--- src/sv/mrrf_pkg.sv ---
// Shared types, constants and helper functions for the request framer.
package mrrf_pkg;

    localparam int HDR_BYTES   = 6;
    localparam int BODY_BYTES  = 6;
    localparam int CRC_BYTES   = 2;
    localparam int FRAME_BYTES = HDR_BYTES + BODY_BYTES + CRC_BYTES;
    localparam int IDX_W       = $clog2(FRAME_BYTES);

    localparam int QUEUE_DEPTH = 2;
    localparam int QPTR_W      = (QUEUE_DEPTH > 1) ? $clog2(QUEUE_DEPTH) : 1;
    localparam int QCNT_W      = $clog2(QUEUE_DEPTH + 1);

    localparam int REQ_DATA_W  = 48;

    localparam logic [15:0] CRC_POLY = 16'hA001;
    localparam logic [15:0] CRC_INIT = 16'hFFFF;

    // Byte positions inside the frame
    localparam logic [IDX_W-1:0] IDX_BODY_FIRST = IDX_W'(HDR_BYTES);
    localparam logic [IDX_W-1:0] IDX_CRC_LO     = IDX_W'(HDR_BYTES + BODY_BYTES);
    localparam logic [IDX_W-1:0] IDX_CRC_HI     = IDX_W'(HDR_BYTES + BODY_BYTES + 1);
    localparam logic [IDX_W-1:0] IDX_LAST       = IDX_W'(FRAME_BYTES - 1);

    typedef logic [IDX_W-1:0] byte_idx_t;

    // Body bytes in transmit order, body[0] goes out first
    typedef struct packed {
        logic [BODY_BYTES-1:0][7:0] body;
    } req_t;

    // Fixed ASCII header
    function automatic logic [7:0] hdr_byte(input byte_idx_t idx);
        logic [7:0] b;
        unique case (idx)
            4'd0:    b = 8'h42;
            4'd1:    b = 8'h55;
            4'd2:    b = 8'h53;
            4'd3:    b = 8'h42;
            4'd4:    b = 8'h41;
            4'd5:    b = 8'h52;
            default: b = 8'h00;
        endcase
        return b;
    endfunction

    // One byte of reflected CRC-16, bit by bit
    function automatic logic [15:0] crc_byte(input logic [15:0] c_in, input logic [7:0] b);
        logic [15:0] c;
        c = c_in ^ {8'h00, b};
        for (int k = 0; k < 8; k++)
        begin
            if (c[0])
                c = (c >> 1) ^ CRC_POLY;
            else
                c = c >> 1;
        end
        return c;
    endfunction

endpackage

--- src/sv/modbus_rtu_request_framer.sv ---
// Top level: Modbus RTU request framer with fixed header and CRC-16 trailer.
//
//  channel   dir  handshake                       payload
//  s_axis    in   s_axis_tvalid / s_axis_tready   tdata: address, function, register, count
//  m_axis    out  m_axis_tvalid / m_axis_tready   tdata: frame byte, tlast: final byte
//
// Each request yields 14 output transactions, one per cycle when m_axis_tready
// stays high, and frames follow back to back, since the next request is taken
// as the last byte goes out. A two-entry request queue lets s_axis take new
// requests while a frame is still being sent. An accepted request passes through
// the queue, the serializer's frame state and the output register before its
// first byte appears. Reset (rst_n low) empties the queue and drops any frame in
// progress. Output stalls hold the current byte and back up into the queue.
module modbus_rtu_request_framer (
    input  logic                              clk,
    input  logic                              rst_n,
    input  logic                              s_axis_tvalid,
    output logic                              s_axis_tready,
    // device_address[7:0], function_code[15:8], register_address[31:16],
    // register_count[47:32]
    input  logic [mrrf_pkg::REQ_DATA_W-1:0]   s_axis_tdata,
    output logic                              m_axis_tvalid,
    input  logic                              m_axis_tready,
    // out_byte[7:0]
    output logic [7:0]                        m_axis_tdata,
    output logic                              m_axis_tlast
);
    import mrrf_pkg::*;

    logic req_valid;
    logic req_pop;
    req_t req;

    mrrf_front u_front (
        .clk           (clk),
        .rst_n         (rst_n),
        .s_axis_tvalid (s_axis_tvalid),
        .s_axis_tready (s_axis_tready),
        .s_axis_tdata  (s_axis_tdata),
        .req_valid     (req_valid),
        .req_pop       (req_pop),
        .req           (req)
    );

    mrrf_back u_back (
        .clk           (clk),
        .rst_n         (rst_n),
        .req_valid     (req_valid),
        .req_pop       (req_pop),
        .req           (req),
        .m_axis_tvalid (m_axis_tvalid),
        .m_axis_tready (m_axis_tready),
        .m_axis_tdata  (m_axis_tdata),
        .m_axis_tlast  (m_axis_tlast)
    );

endmodule

--- src/sv/mrrf_front.sv ---
// Request intake: unpacks the request into body bytes and queues it.
module mrrf_front (
    input  logic                              clk,
    input  logic                              rst_n,
    input  logic                              s_axis_tvalid,
    output logic                              s_axis_tready,
    // device_address[7:0], function_code[15:8], register_address[31:16],
    // register_count[47:32]
    input  logic [mrrf_pkg::REQ_DATA_W-1:0]   s_axis_tdata,
    output logic                              req_valid,
    input  logic                              req_pop,
    output mrrf_pkg::req_t                    req
);
    import mrrf_pkg::*;

    req_t              q_mem [QUEUE_DEPTH];
    logic [QPTR_W-1:0] wr_ptr_reg, wr_ptr_next;
    logic [QPTR_W-1:0] rd_ptr_reg, rd_ptr_next;
    logic [QCNT_W-1:0] count_reg, count_next;
    req_t              in_req;
    logic              push;
    logic              pop;

    // Register fields go out high byte first
    always_comb
    begin
        in_req.body[0] = s_axis_tdata[7:0];
        in_req.body[1] = s_axis_tdata[15:8];
        in_req.body[2] = s_axis_tdata[31:24];
        in_req.body[3] = s_axis_tdata[23:16];
        in_req.body[4] = s_axis_tdata[47:40];
        in_req.body[5] = s_axis_tdata[39:32];
    end

    assign s_axis_tready = (count_reg != QCNT_W'(QUEUE_DEPTH));
    assign push          = s_axis_tvalid && s_axis_tready;
    assign req_valid     = (count_reg != '0);
    assign pop           = req_pop && req_valid;
    assign req           = q_mem[rd_ptr_reg];

    always_comb
    begin
        wr_ptr_next = wr_ptr_reg;
        rd_ptr_next = rd_ptr_reg;
        count_next  = count_reg;
        if (push)
            wr_ptr_next = (wr_ptr_reg == QPTR_W'(QUEUE_DEPTH - 1)) ? '0 : wr_ptr_reg + 1'b1;
        if (pop)
            rd_ptr_next = (rd_ptr_reg == QPTR_W'(QUEUE_DEPTH - 1)) ? '0 : rd_ptr_reg + 1'b1;
        if (push && !pop)
            count_next = count_reg + 1'b1;
        else if (pop && !push)
            count_next = count_reg - 1'b1;
    end

    always_ff @(posedge clk or negedge rst_n)
    begin
        if (!rst_n)
        begin
            wr_ptr_reg <= '0;
            rd_ptr_reg <= '0;
            count_reg  <= '0;
        end
        else
        begin
            wr_ptr_reg <= wr_ptr_next;
            rd_ptr_reg <= rd_ptr_next;
            count_reg  <= count_next;
        end
    end

    always_ff @(posedge clk)
    begin
        if (push)
            q_mem[wr_ptr_reg] <= in_req;
    end

    a_count_range: assert property (@(posedge clk) disable iff (!rst_n)
        count_reg <= QCNT_W'(QUEUE_DEPTH))
        else $error("queue count out of range");

    a_count_track: assert property (@(posedge clk) disable iff (!rst_n)
        (push && !pop) |=> (count_reg == $past(count_reg) + 1'b1))
        else $error("queue count missed a push");

    a_pop_nonempty: assert property (@(posedge clk) disable iff (!rst_n)
        req_pop |-> req_valid)
        else $error("pop from empty queue");

endmodule

--- src/sv/mrrf_back.sv ---
// Frame serializer: emits header, body and CRC one byte per transaction.
module mrrf_back (
    input  logic           clk,
    input  logic           rst_n,
    input  logic           req_valid,
    output logic           req_pop,
    input  mrrf_pkg::req_t req,
    output logic           m_axis_tvalid,
    input  logic           m_axis_tready,
    // out_byte[7:0]
    output logic [7:0]     m_axis_tdata,
    output logic           m_axis_tlast
);
    import mrrf_pkg::*;

    logic        busy_reg, busy_next;
    byte_idx_t   idx_reg, idx_next;
    req_t        req_reg;
    logic [15:0] crc_reg, crc_next;
    logic        out_valid_reg, out_valid_next;
    logic [7:0]  out_byte_reg;
    logic        out_last_reg;
    logic        advance;
    logic        emit;
    logic        in_body;
    logic [7:0]  body_byte;
    logic [7:0]  cur_byte;
    byte_idx_t   body_sel;

    assign advance = !out_valid_reg || m_axis_tready;
    assign emit    = busy_reg && advance;
    // Next request is taken while the last byte of the current one goes out
    assign req_pop = req_valid && (!busy_reg || (emit && idx_reg == IDX_LAST));

    assign in_body   = (idx_reg >= IDX_BODY_FIRST) && (idx_reg < IDX_CRC_LO);
    assign body_sel  = idx_reg - IDX_BODY_FIRST;
    assign body_byte = req_reg.body[body_sel[$clog2(BODY_BYTES)-1:0]];

    always_comb
    begin
        priority if (idx_reg < IDX_BODY_FIRST)
            cur_byte = hdr_byte(idx_reg);
        else if (in_body)
            cur_byte = body_byte;
        else if (idx_reg == IDX_CRC_LO)
            cur_byte = crc_reg[7:0];
        else
            cur_byte = crc_reg[15:8];
    end

    always_comb
    begin
        busy_next      = busy_reg;
        idx_next       = idx_reg;
        crc_next       = crc_reg;
        out_valid_next = out_valid_reg;
        if (advance)
            out_valid_next = busy_reg;
        if (emit)
        begin
            idx_next = idx_reg + 1'b1;
            if (in_body)
                crc_next = crc_byte(crc_reg, body_byte);
            if (idx_reg == IDX_LAST)
                busy_next = 1'b0;
        end
        if (req_pop)
        begin
            busy_next = 1'b1;
            idx_next  = '0;
            crc_next  = CRC_INIT;
        end
    end

    always_ff @(posedge clk or negedge rst_n)
    begin
        if (!rst_n)
        begin
            busy_reg      <= 1'b0;
            idx_reg       <= '0;
            out_valid_reg <= 1'b0;
        end
        else
        begin
            busy_reg      <= busy_next;
            idx_reg       <= idx_next;
            out_valid_reg <= out_valid_next;
        end
    end

    always_ff @(posedge clk)
    begin
        crc_reg <= crc_next;
        if (req_pop)
            req_reg <= req;
        if (emit)
        begin
            out_byte_reg <= cur_byte;
            out_last_reg <= (idx_reg == IDX_LAST);
        end
    end

    assign m_axis_tvalid = out_valid_reg;
    assign m_axis_tdata  = out_byte_reg;
    assign m_axis_tlast  = out_last_reg;

    a_idx_range: assert property (@(posedge clk) disable iff (!rst_n)
        busy_reg |-> (idx_reg <= IDX_LAST))
        else $error("byte index past end of frame");

    a_last_follows: assert property (@(posedge clk) disable iff (!rst_n)
        (emit && idx_reg == IDX_LAST) |=> (m_axis_tvalid && m_axis_tlast))
        else $error("final byte not marked");

    a_pop_safe: assert property (@(posedge clk) disable iff (!rst_n)
        (req_pop && busy_reg) |-> (emit && idx_reg == IDX_LAST))
        else $error("request taken in the middle of a frame");

    a_no_emit_idle: assert property (@(posedge clk) disable iff (!rst_n)
        (advance && !busy_reg) |=> !m_axis_tvalid)
        else $error("output valid without an active frame");

endmodule
--- config.mk ---
export PLATFORM = sky130hd
export DESIGN_NAME = modbus_rtu_request_framer
export DESIGN_NICKNAME = d
export VERILOG_FILES = /design/src/sv/mrrf_pkg.sv /design/src/sv/modbus_rtu_request_framer.sv /design/src/sv/mrrf_front.sv /design/src/sv/mrrf_back.sv
export SDC_FILE = /design/constraint.sdc
export NUM_CORES = 1
export LEC_CHECK = 0
export ABC_CLOCK_PERIOD_IN_PS = 3200
export BUFFER_PORTS_ARGS = -buffer_cell sky130_fd_sc_hd__clkbuf_2
export CAP_MARGIN = 40
export CORE_ASPECT_RATIO = 0.7
export CORE_MARGIN = 5
export CORE_UTILIZATION = 50
export DETAILED_ROUTE_END_ITERATION = 16
export GPL_TIMING_DRIVEN = 0
export PLACE_DENSITY = 0.71
export RECOVER_POWER = 25
export SYNTH_ARGS = -nofsm -noshare
export SYNTH_HDL_FRONTEND = slang
export SYNTH_HIERARCHICAL = 1
export SYNTH_SLANG_ARGS = --single-unit
export TNS_END_PERCENT = 20
--- constraint.sdc ---
create_clock -name clk -period 3.2 [get_ports clk]
set_input_delay 0.64 -clock clk [delete_from_list [all_inputs] [get_ports clk]]
set_output_delay 0.64 -clock clk [all_outputs]
set_load 0.01 [all_outputs]
==> results of run 1 <==
-- through the flow --
step | hold slack (ps) | setup TNS, ps | util, % | cell area [µm²]
global placement | 477 | -1900 | 55.5 | 7820
detailed placement | 486 | -262 | 56.0 | 7890
floorplan | 344 | 0 | - | 7270
global route | 222 | -86.0 | 60.2 | 8480
CTS | 66.6 | 0 | 60.3 | 8500
finish | 171 | 0 | 60.2 | 8480
-- power by group through the flow --
stage          combinational, mW  clock [mW]  sequential, mW
2_1_floorplan               2.90           0            3.50
3_3_place_gp                3.64           0            3.52
3_5_place_dp                3.78           0            3.53
4_1_cts                     3.85        2.04            3.48
5_1_grt                     4.19        2.13            3.55
6_report                    3.89        1.99            3.48
-- worst max-delay path, delay by kind of cell, from the launching register on --
| kind | cells | cell delay (ps) |
|---|---|---|
| multiplexers | 1 | 390 |
| XOR/XNOR | 4 | 1080 |
| flip-flops | 1 | 390 |
| AO/OA/AOI/OAI | 2 | 630 |
| buffers and inverters | 2 | 520 |
-- metal layers --
metal | vias to the layer above | part of all wire (%) | wire length [µm]
met3 | 20 | 5.1 | 653
met5 | - | 0 | 0
met4 | 0 | 1.8 | 236
li1 | 1822 | - | -
met1 | 1874 | 46 | 5930
met2 | 104 | 47 | 5970
-- area by class of cell --
cell class | count | area [µm²]
fillers | 1068 | 5620
flip-flops and latches | 179 | 5160
multi-input cells | 227 | 1980
clock buffers | 17 | 425
repair buffers | 68 | 357
well taps | 190 | 238
clock inverters | 15 | 161
plain buffers | 18 | 115
inverters | 8 | 33.8
repair inverters | 1 | 5.00
-- path summary, 6_finish.rpt --
kind / to / slack, ps / cells past startpoint / start
max: u_back/crc_reg[0] / 50 / 9 / u_back/idx_reg[0]
min in group clk: u_front/q_mem[1][8] / 400 / 1 / s_axis_tdata[8]
min reg2reg: u_front/count_reg[1] / 500 / 1 / u_front/count_reg[1]
max reg2reg: u_back/crc_reg[0] / 50 / 9 / u_back/idx_reg[0]
max in group asynchronous: u_front/rd_ptr_reg / 2670 / 1 / rst_n
min: u_back/idx_reg[2] / 170 / 1 / rst_n
-- kinds of logic (layout without fill, tap and decap cells) --
logic type / count (synthesis) / in the layout / synth area share (%)
compound gates: 51 / 51 / 4.79
fa+ha+maj: 6 / 6 / 1.03
buf+inv: 26 / 127 / 2.00
mux: 83 / 83 / 13.4
flops: 179 / 179 / 71.1
xor+xnor: 26 / 26 / 3.82
simple gates: 61 / 61 / 3.93
-- cell usage in the layout (no fill, tap or decap), types with 3 or more instances in the layout --
cell        netlist  layout
clkbuf_2          0      33
xnor2_1          16      16
edfxtp_1        153     153
nand2b_1          4       4
nor2b_1           7       7
inv_8             0       6
nand3_1           5       5
buf_6             3       3
buf_12            0       3
clkbuf_16         0      17
ha_1              6       5
xor2_1            6       6
nand2_1          27      26
clkinv_8          0       3
mux2_2           61      61
dfrtp_1          10      10
clkinvlp_4        0       3
nor2_1            9       8
buf_4             3       6
a222oi_1          5       5
clkbuf_1          9      37
inv_1             8       7
mux2i_1           9       9
a211oi_1          7       7
dfxtp_1          16      16
o21ai_0          12      12
a21oi_1           8       8
mux2_4           13      13
o211ai_1          7       7
-- timing repair --
item,in CTS,in global routing
gates cloned,0,1
hold buffers,0,0
endpoints found under the setup margin,4,5
pin swaps,2,1
resized for setup,1,1
endpoints found under the hold margin,0,0
setup buffers,3,0
==> flow_summary.json, run 1 <==
{
  "status": "finished clean",
  "gr-usage-met2_pct": 24.3,
  "synth_most_common_cell": "edfxtp_1",
  "required_ps": 3490,
  "ys_seq_area_share_pct": 71.1,
  "post_drt_wl_per_cell_um": 17.7,
  "clk_pin_slew_ps": 70,
  "p_int_mw": 6.17,
  "crit_path_end_kind": "flop",
  "clock_skew_ps": 10.3,
  "syn-cell-area_um2": 7270,
  "synthFlopType": "edfxtp_1",
  "die_area_um2": 17100,
  "met1_usage_pct": 21.9,
  "synthTopCellsByArea": "edfxtp_1, mux2_2, dfxtp_1",
  "cts-buffers-inserted": 17,
  "crit_fanout": 10,
  "grt_most_used_layer": "met2",
  "placed_cells": 687,
  "synth_edf_count": 153,
  "syn_avg_cell_area_um2": 16.8,
  "drt-total-wl_um": 12800,
  "fin_cells": 723,
  "power.density_nw_per_um2": 1100,
  "ys_warn_count": 6,
  "synth_cells": 432,
  "power.share.clock_pct": 21.3,
  "vias": 3820,
  "totalPowerFinal_mw": 9.36,
  "clkLatencyLatePin_ps": 420,
  "ant_nets": 0,
  "tritoncts": "yes",
  "relSlewSlack_pct": 52.7,
  "fmax_ghz": 0.318,
  "crit_chain": "buf_6, buf_2, mux2_2, a222oi_1, xnor2_1, xnor2_1, xnor3_2, xnor2_1, o21ai_1",
  "ys_ff_latch": 179,
  "rsz0062_at_grt": "true",
  "finalCriticalPeriod_ps": 3150,
  "setup_slack_ps": 51.9,
  "layout.nets": 578,
  "die_y_um": 111,
  "synth_top_area_share_pct": 63.2,
  "use_met3_pct": 4.02,
  "critPathKind": "reg2reg",
  "p_leak_nw": 3.06,
  "grt_pass1_vias": 4033,
  "power_frac_comb_pct": 41.5,
  "slew_violations": 0,
  "synth.distinct_cells": 44,
  "clock_path_buffers": 2,
  "min_period_over_period_pct": 98.4,
  "switchingPower_mw": 3.19,
  "grt_overflow_total": 0,
  "ys_async_sr_fraction_pct": 5.59,
  "drive_above_1_share_pct": 30.6,
  "first_pass_iters": 6,
  "preCtsSetupSlack_ps": -124,
  "pin_count": 63,
  "dr.first_iter.drc_count": 277,
  "area_growth_pct": 16.7,
  "cts-htree-levels": 4,
  "seq_power_share_pct": 37.2,
  "worstSetupStartpointType": "flop",
  "coreArea_um2": 14100,
  "drcViolationCount": 0,
  "slowest_stage": "a222oi_1",
  "via_per_inst": 5.28,
  "grt_first_pass_wirelength_um": 21000,
  "vdd_drop_max_mv": 0.823,
  "antennaDiodeCount": 0,
  "port_buffers": 62,
  "rows": 36,
  "synth_nets": 490,
  "globalplace.congestion": 0.885,
  "largest_reg_flops": 96,
  "cts-root-buf": "clkbuf_16",
  "worst_slew_pin_slew_ps": 705,
  "hold_class": "in2async",
  "start_util_pct": 51.6,
  "drv_cap": 0,
  "dp.final_hpwl_um": 8800,
  "cpMostUsedCell": "xnor2_1",
  "yosys-top-cells-count": "edfxtp_1, mux2_2, nand2_1",
  "yosys.area.top_type": "edfxtp_1",
  "cp.arrival_ps": 3430,
  "final-hold-violation-count": 0,
  "grt_use_total_pct": 15.8,
  "antenna_found_initial": 0,
  "critPathMaxStageDelay_ps": 550,
  "fp.dieW_um": 154,
  "sw_frac_of_total_pct": 34.1,
  "setup_viol_count_final": 0,
  "grt_max_degree": 31,
  "clock-sinks": 179
}
No activity file was read; power rests on OpenSTA's default activity.
==> inputs of run 2 (changes only) <==
Settings changed: ABC_CLOCK_PERIOD_IN_PS 3200 to 3050, PLACE_DENSITY 0.71 to 0.69.
Clock period 3.2 ns to 3.05 ns, I/O delays scaled along.
==> run 2 against run 1 <==
Compared with the run above: sequential power grew 5%; clock-buffer cell count did not move; critical path depth unchanged; setup slack better by 110 ps; non-clock buffer count is 10 higher; critical endpoint unchanged.
==> flow_summary.json, run 2 (synthesized netlist as in run 1, its figures left out) <==
{
  "status": "finished clean",
  "finalCriticalPeriod_ps": 2890,
  "rows": 36,
  "grt_most_used_layer": "met2",
  "antennaDiodeCount": 0,
  "port_buffers": 62,
  "placed_cell_area_um2": 7890,
  "pin_count": 63,
  "largest_reg_flops": 96,
  "grt_max_degree": 39,
  "clock-sinks": 179,
  "clkLatencyLatePin_ps": 430,
  "worstSetupStartpointType": "flop",
  "dp.final_hpwl_um": 8950,
  "crit_fanout": 10,
  "tritoncts": "yes",
  "drv_cap": 0,
  "die_y_um": 111,
  "critPathMaxStageDelay_ps": 570,
  "required_ps": 3350,
  "layout.nets": 587,
  "crit_path_end_kind": "flop",
  "critPathKind": "reg2reg",
  "slew_violations": 0,
  "die_area_um2": 17100,
  "gr-usage-met2_pct": 24.5,
  "grt_first_pass_wirelength_um": 20500,
  "ant_nets": 0,
  "preCtsSetupSlack_ps": -405,
  "min_period_over_period_pct": 94.6,
  "via_per_inst": 5.16,
  "slowest_stage": "a222oi_1",
  "p_leak_nw": 3.18,
  "dr.first_iter.drc_count": 227,
  "power.density_nw_per_um2": 1160,
  "setup_slack_ps": 164,
  "setup_viol_count_final": 0,
  "cts-buffers-inserted": 17,
  "grt_overflow_total": 0,
  "r2r-start": "u_back/idx_reg[0]",
  "hold_class": "in2async",
  "reg2reg_slack_ps": 160,
  "first_pass_iters": 4,
  "grt_use_total_pct": 15.8,
  "post_drt_wl_per_cell_um": 17.6,
  "final_util_pct": 61.1,
  "crit_chain": "buf_6, buf_6, mux2_2, a222oi_1, xnor2_1, xnor2_2, xnor3_2, xnor2_1, o21ai_1",
  "worst_slew_pin_slew_ps": 787,
  "vdd_drop_max_mv": 0.796,
  "fin_setup_tns_ps": 0,
  "rr_worst_depth": 9,
  "grt_pass1_vias": 3951,
  "area_growth_pct": 18.6,
  "vias": 3777,
  "coreArea_um2": 14100,
  "final_common_cell": "edfxtp_1",
  "antenna_found_initial": 0,
  "met1_usage_pct": 21.4,
  "clock_path_buffers": 2,
  "reg2reg_to": "u_back/crc_reg[0]",
  "drive_above_1_share_pct": 33.9,
  "rsz0062_at_grt": "false",
  "totalPowerFinal_mw": 10.0,
  "drcViolationCount": 0,
  "cp.arrival_ps": 3190,
  "cts-htree-levels": 4,
  "drt-total-wl_um": 12900,
  "relSlewSlack_pct": 47.4,
  "start_util_pct": 51.6,
  "globalplace.congestion": 0.862,
  "use_met3_pct": 5.03,
  "clock_skew_ps": 10.4,
  "clk_pin_slew_ps": 70,
  "stdcell_area_um2": 8620,
  "cts-root-buf": "clkbuf_16",
  "fp.dieW_um": 154,
  "final-hold-violation-count": 0,
  "final_cell_mix": "edfxtp_1, mux2_2, clkbuf_2",
  "fmax_ghz": 0.347
}
[run 2: cell types whose count changed in the layout (fill, tap and decap cells not counted), moves of 2 or more]
cell	delta
inv_8	-3
clkbuf_2	+6
bufinv_16	+2
clkbuf_1	-6
inv_6	+3
xnor2_1	-3
xnor2_2	+3
buf_4	+11
[run 2: area by class of cell]
class                           instances  area [µm²]
Inverter                                8        33.8
Fill cell                            1061        5480
Clock buffer                           17         425
Clock inverter                         15         191
Multi-Input combinational cell        227        2010
Buffer                                 17         115
Timing Repair Buffer                   79         445
Sequential cell                       179        5160
Tap cell                              190         238
[run 2: where the power goes]
part | internal [mW] | switching [mW] | leakage (nW)
Clock | 1.25 | 0.967 | 0.300
Sequential | 3.41 | 0.248 | 1.66
Combinational | 2.07 | 2.09 | 1.21
[run 2: critical path, delay by kind of cell (launching register included)]
| family | cells | cell delay, ps |
|---|---|---|
| compound gates | 2 | 650 |
| buf+inv | 2 | 360 |
| mux | 1 | 360 |
| xor+xnor | 4 | 1000 |
| flops | 1 | 390 |
[run 2: what timing repair did]
item                                    in CTS  in global routing
pin swaps                                    3                  3
buffers inserted                             3                 11
endpoints found under the setup margin       3                  5
hold buffers                                 0                  0
endpoints found under the hold margin        0                  0
gates resized for setup                      2                  7
[run 2: worst max-delay path by stage]
stage,cells past startpoint,slack (ps),startpoint,end
after floorplan,13,120,u_back/idx_reg[1],u_front/count_reg[1]
after global placement,13,-620,u_back/idx_reg[1],u_front/count_reg[1]
after global routing,9,8,u_back/idx_reg[0],u_back/crc_reg[0]
final,9,160,u_back/idx_reg[0],u_back/crc_reg[0]
after detailed placement,9,-400,u_back/idx_reg[1],u_back/crc_reg[14]
after CTS,9,0.5,u_back/idx_reg[1],u_back/crc_reg[0]
[run 2: per-layer routing]
metal  share of wire [%]  vias to the layer above
met5                   0                        -
met4                 1.3                        0
met3                 5.1                       13
met2                  47                       69
met1                  47                     1853
li1                    -                     1842
[run 2: per-stage QoR]
step,hold slack (ps),std cells
floorplan,314,432
global placement,474,684
detailed placement,484,687
CTS,35.2,722
global route,200,732
finish,143,732
==> inputs of run 3 (changes only) <==
Settings changed: SETUP_SLACK_MARGIN set to 0.5.
==> run 3 against run 2 <==
Compared with the run above: setup slack improved by 120 ps; sequential power barely moved; first-iteration DRC count rose by 18%; via count rose by 4.2%; critical endpoint unchanged.
==> flow_summary.json, run 3 (synthesized netlist as in run 1, its figures left out) <==
{
  "placed_cell_area_um2": 7890,
  "start_util_pct": 51.6,
  "drv_cap": 0,
  "required_ps": 3350,
  "vdd_drop_max_mv": 1.04,
  "grt_first_pass_wirelength_um": 21500,
  "final_common_cell": "edfxtp_1",
  "p_int_mw": 7.61,
  "grt_overflow_total": 0,
  "coreArea_um2": 14100,
  "cpMostUsedCell": "xnor2_2",
  "area_growth_pct": 23.2,
  "globalplace.congestion": 0.862,
  "seq_power_share_pct": 32.6,
  "power_frac_comb_pct": 47.8,
  "status": "finished clean",
  "nFillCells": 1018,
  "drive_above_1_share_pct": 37.0,
  "crit_chain": "buf_6, buf_12, mux2_4, a222oi_1, buf_4, xnor2_4, xnor2_2, xnor3_2, xnor2_2, o21ai_1",
  "power.share.clock_pct": 19.7,
  "largest_reg_flops": 96,
  "fmax_ghz": 0.362,
  "cp.arrival_ps": 3070,
  "hold_class": "in2async",
  "dr.first_iter.drc_count": 267,
  "dp.final_hpwl_um": 8950,
  "die_y_um": 111,
  "grt_use_total_pct": 16.5,
  "antenna_found_initial": 0,
  "clock_skew_ps": 10.0,
  "drt-total-wl_um": 13500,
  "min_period_over_period_pct": 90.6,
  "final-hold-violation-count": 0,
  "finalCriticalPeriod_ps": 2760,
  "fin_cells": 749,
  "clock_path_buffers": 2,
  "switchingPower_mw": 3.69,
  "first_pass_iters": 6,
  "ant_nets": 0,
  "critPathMaxStageDelay_ps": 520,
  "sw_frac_of_total_pct": 32.7,
  "antennaDiodeCount": 0,
  "rr_worst_depth": 10,
  "relSlewSlack_pct": 47.2,
  "post_drt_wl_per_cell_um": 18.0,
  "cts-buffers-inserted": 17,
  "final_cell_mix": "edfxtp_1, mux2_2, clkbuf_2",
  "slew_violations": 0,
  "vias": 3937,
  "setup_slack_ps": 286,
  "preCtsSetupSlack_ps": -405,
  "placed_cells": 687,
  "setup_viol_count_final": 0,
  "clk_pin_slew_ps": 70,
  "power.density_nw_per_um2": 1260,
  "p_leak_nw": 3.34,
  "fp.dieW_um": 154,
  "crit_path_end_kind": "flop",
  "port_buffers": 62,
  "clock-sinks": 179,
  "tritoncts": "yes",
  "die_area_um2": 17100,
  "grt_pass1_vias": 4145,
  "cts_hold_buf": 0,
  "drcViolationCount": 0,
  "critPathKind": "reg2reg",
  "worst_slew_pin_slew_ps": 790,
  "clkLatencyLatePin_ps": 430,
  "rows": 36,
  "cts-htree-levels": 4,
  "slowest_stage": "xnor3_2",
  "grt_max_degree": 39,
  "worstSetupStartpointType": "flop",
  "final_util_pct": 63.5,
  "pin_count": 63,
  "cts-root-buf": "clkbuf_16",
  "fin_setup_tns_ps": 0,
  "stdcell_area_um2": 8950,
  "via_per_inst": 5.26,
  "rsz0062_at_grt": "true",
  "layout.nets": 604,
  "crit_fanout": 7
}
-- run 3: path summary, 6_finish.rpt --
path	slack, ps	end	start
min in group clk	360	u_front/q_mem[1][10]	s_axis_tdata[10]
max reg2reg	290	u_back/crc_reg[0]	u_back/idx_reg[0]
max	290	u_back/crc_reg[0]	u_back/idx_reg[0]
max in group asynchronous	2530	u_back/idx_reg[2]	rst_n
min reg2reg	500	u_front/count_reg[1]	u_front/count_reg[1]
min	140	u_back/idx_reg[1]	rst_n
-- run 3: area by class of cell --
type	instances	area (µm²)	area share (%)
plain buffers	18	154	1.72
clock buffers	17	425	4.75
clock inverters	15	191	2.14
inverters	8	33.8	0.377
multi-input cells	227	2120	23.7
flip-flops and latches	179	5160	57.7
well taps	190	238	2.66
repair buffers	95	621	6.93
-- run 3: power by group through the flow --
stage                     combinational [mW]  clock [mW]  sequential (mW)
after floorplan                         3.04           0             3.67
after global placement                  3.86           0             3.70
after detailed placement                3.95           0             3.70
after CTS                               4.98        2.26             3.68
after global routing                    5.83        2.36             3.74
final                                   5.40        2.22             3.68
-- run 3: critical path, delay by kind of cell (launching register included) --
family | cells | cell delay (ps)
buffers and inverters | 3 | 510
multiplexers | 1 | 300
flip-flops | 1 | 390
AO/OA/AOI/OAI | 2 | 440
XOR/XNOR | 4 | 970
-- run 3: per-stage QoR --
| step | hold slack, ps | power (mW) |
|---|---|---|
| after floorplan | 314 | 6.71 |
| after global placement | 474 | 7.56 |
| after detailed placement | 484 | 7.65 |
| after CTS | 35.2 | 10.9 |
| after global routing | 199 | 11.9 |
| final | 142 | 11.3 |
-- run 3: timing repair --
item | in CTS | in global routing
resized for setup | 34 | 9
buffers inserted | 26 | 3
setup endpoints to repair | 51 | 44
pin swaps | 15 | 5
gates cloned | 1 | 0
-- run 3: metal layers --
layer | part of all wire, % | global-route usage (%) | routed length (µm)
met1 | 45 | 22.1 | 6100
met2 | 47 | 25.8 | 6400
met3 | 5.7 | 5.11 | 762
met4 | 1.6 | 5.41 | 220
met5 | 0 | 0 | 0
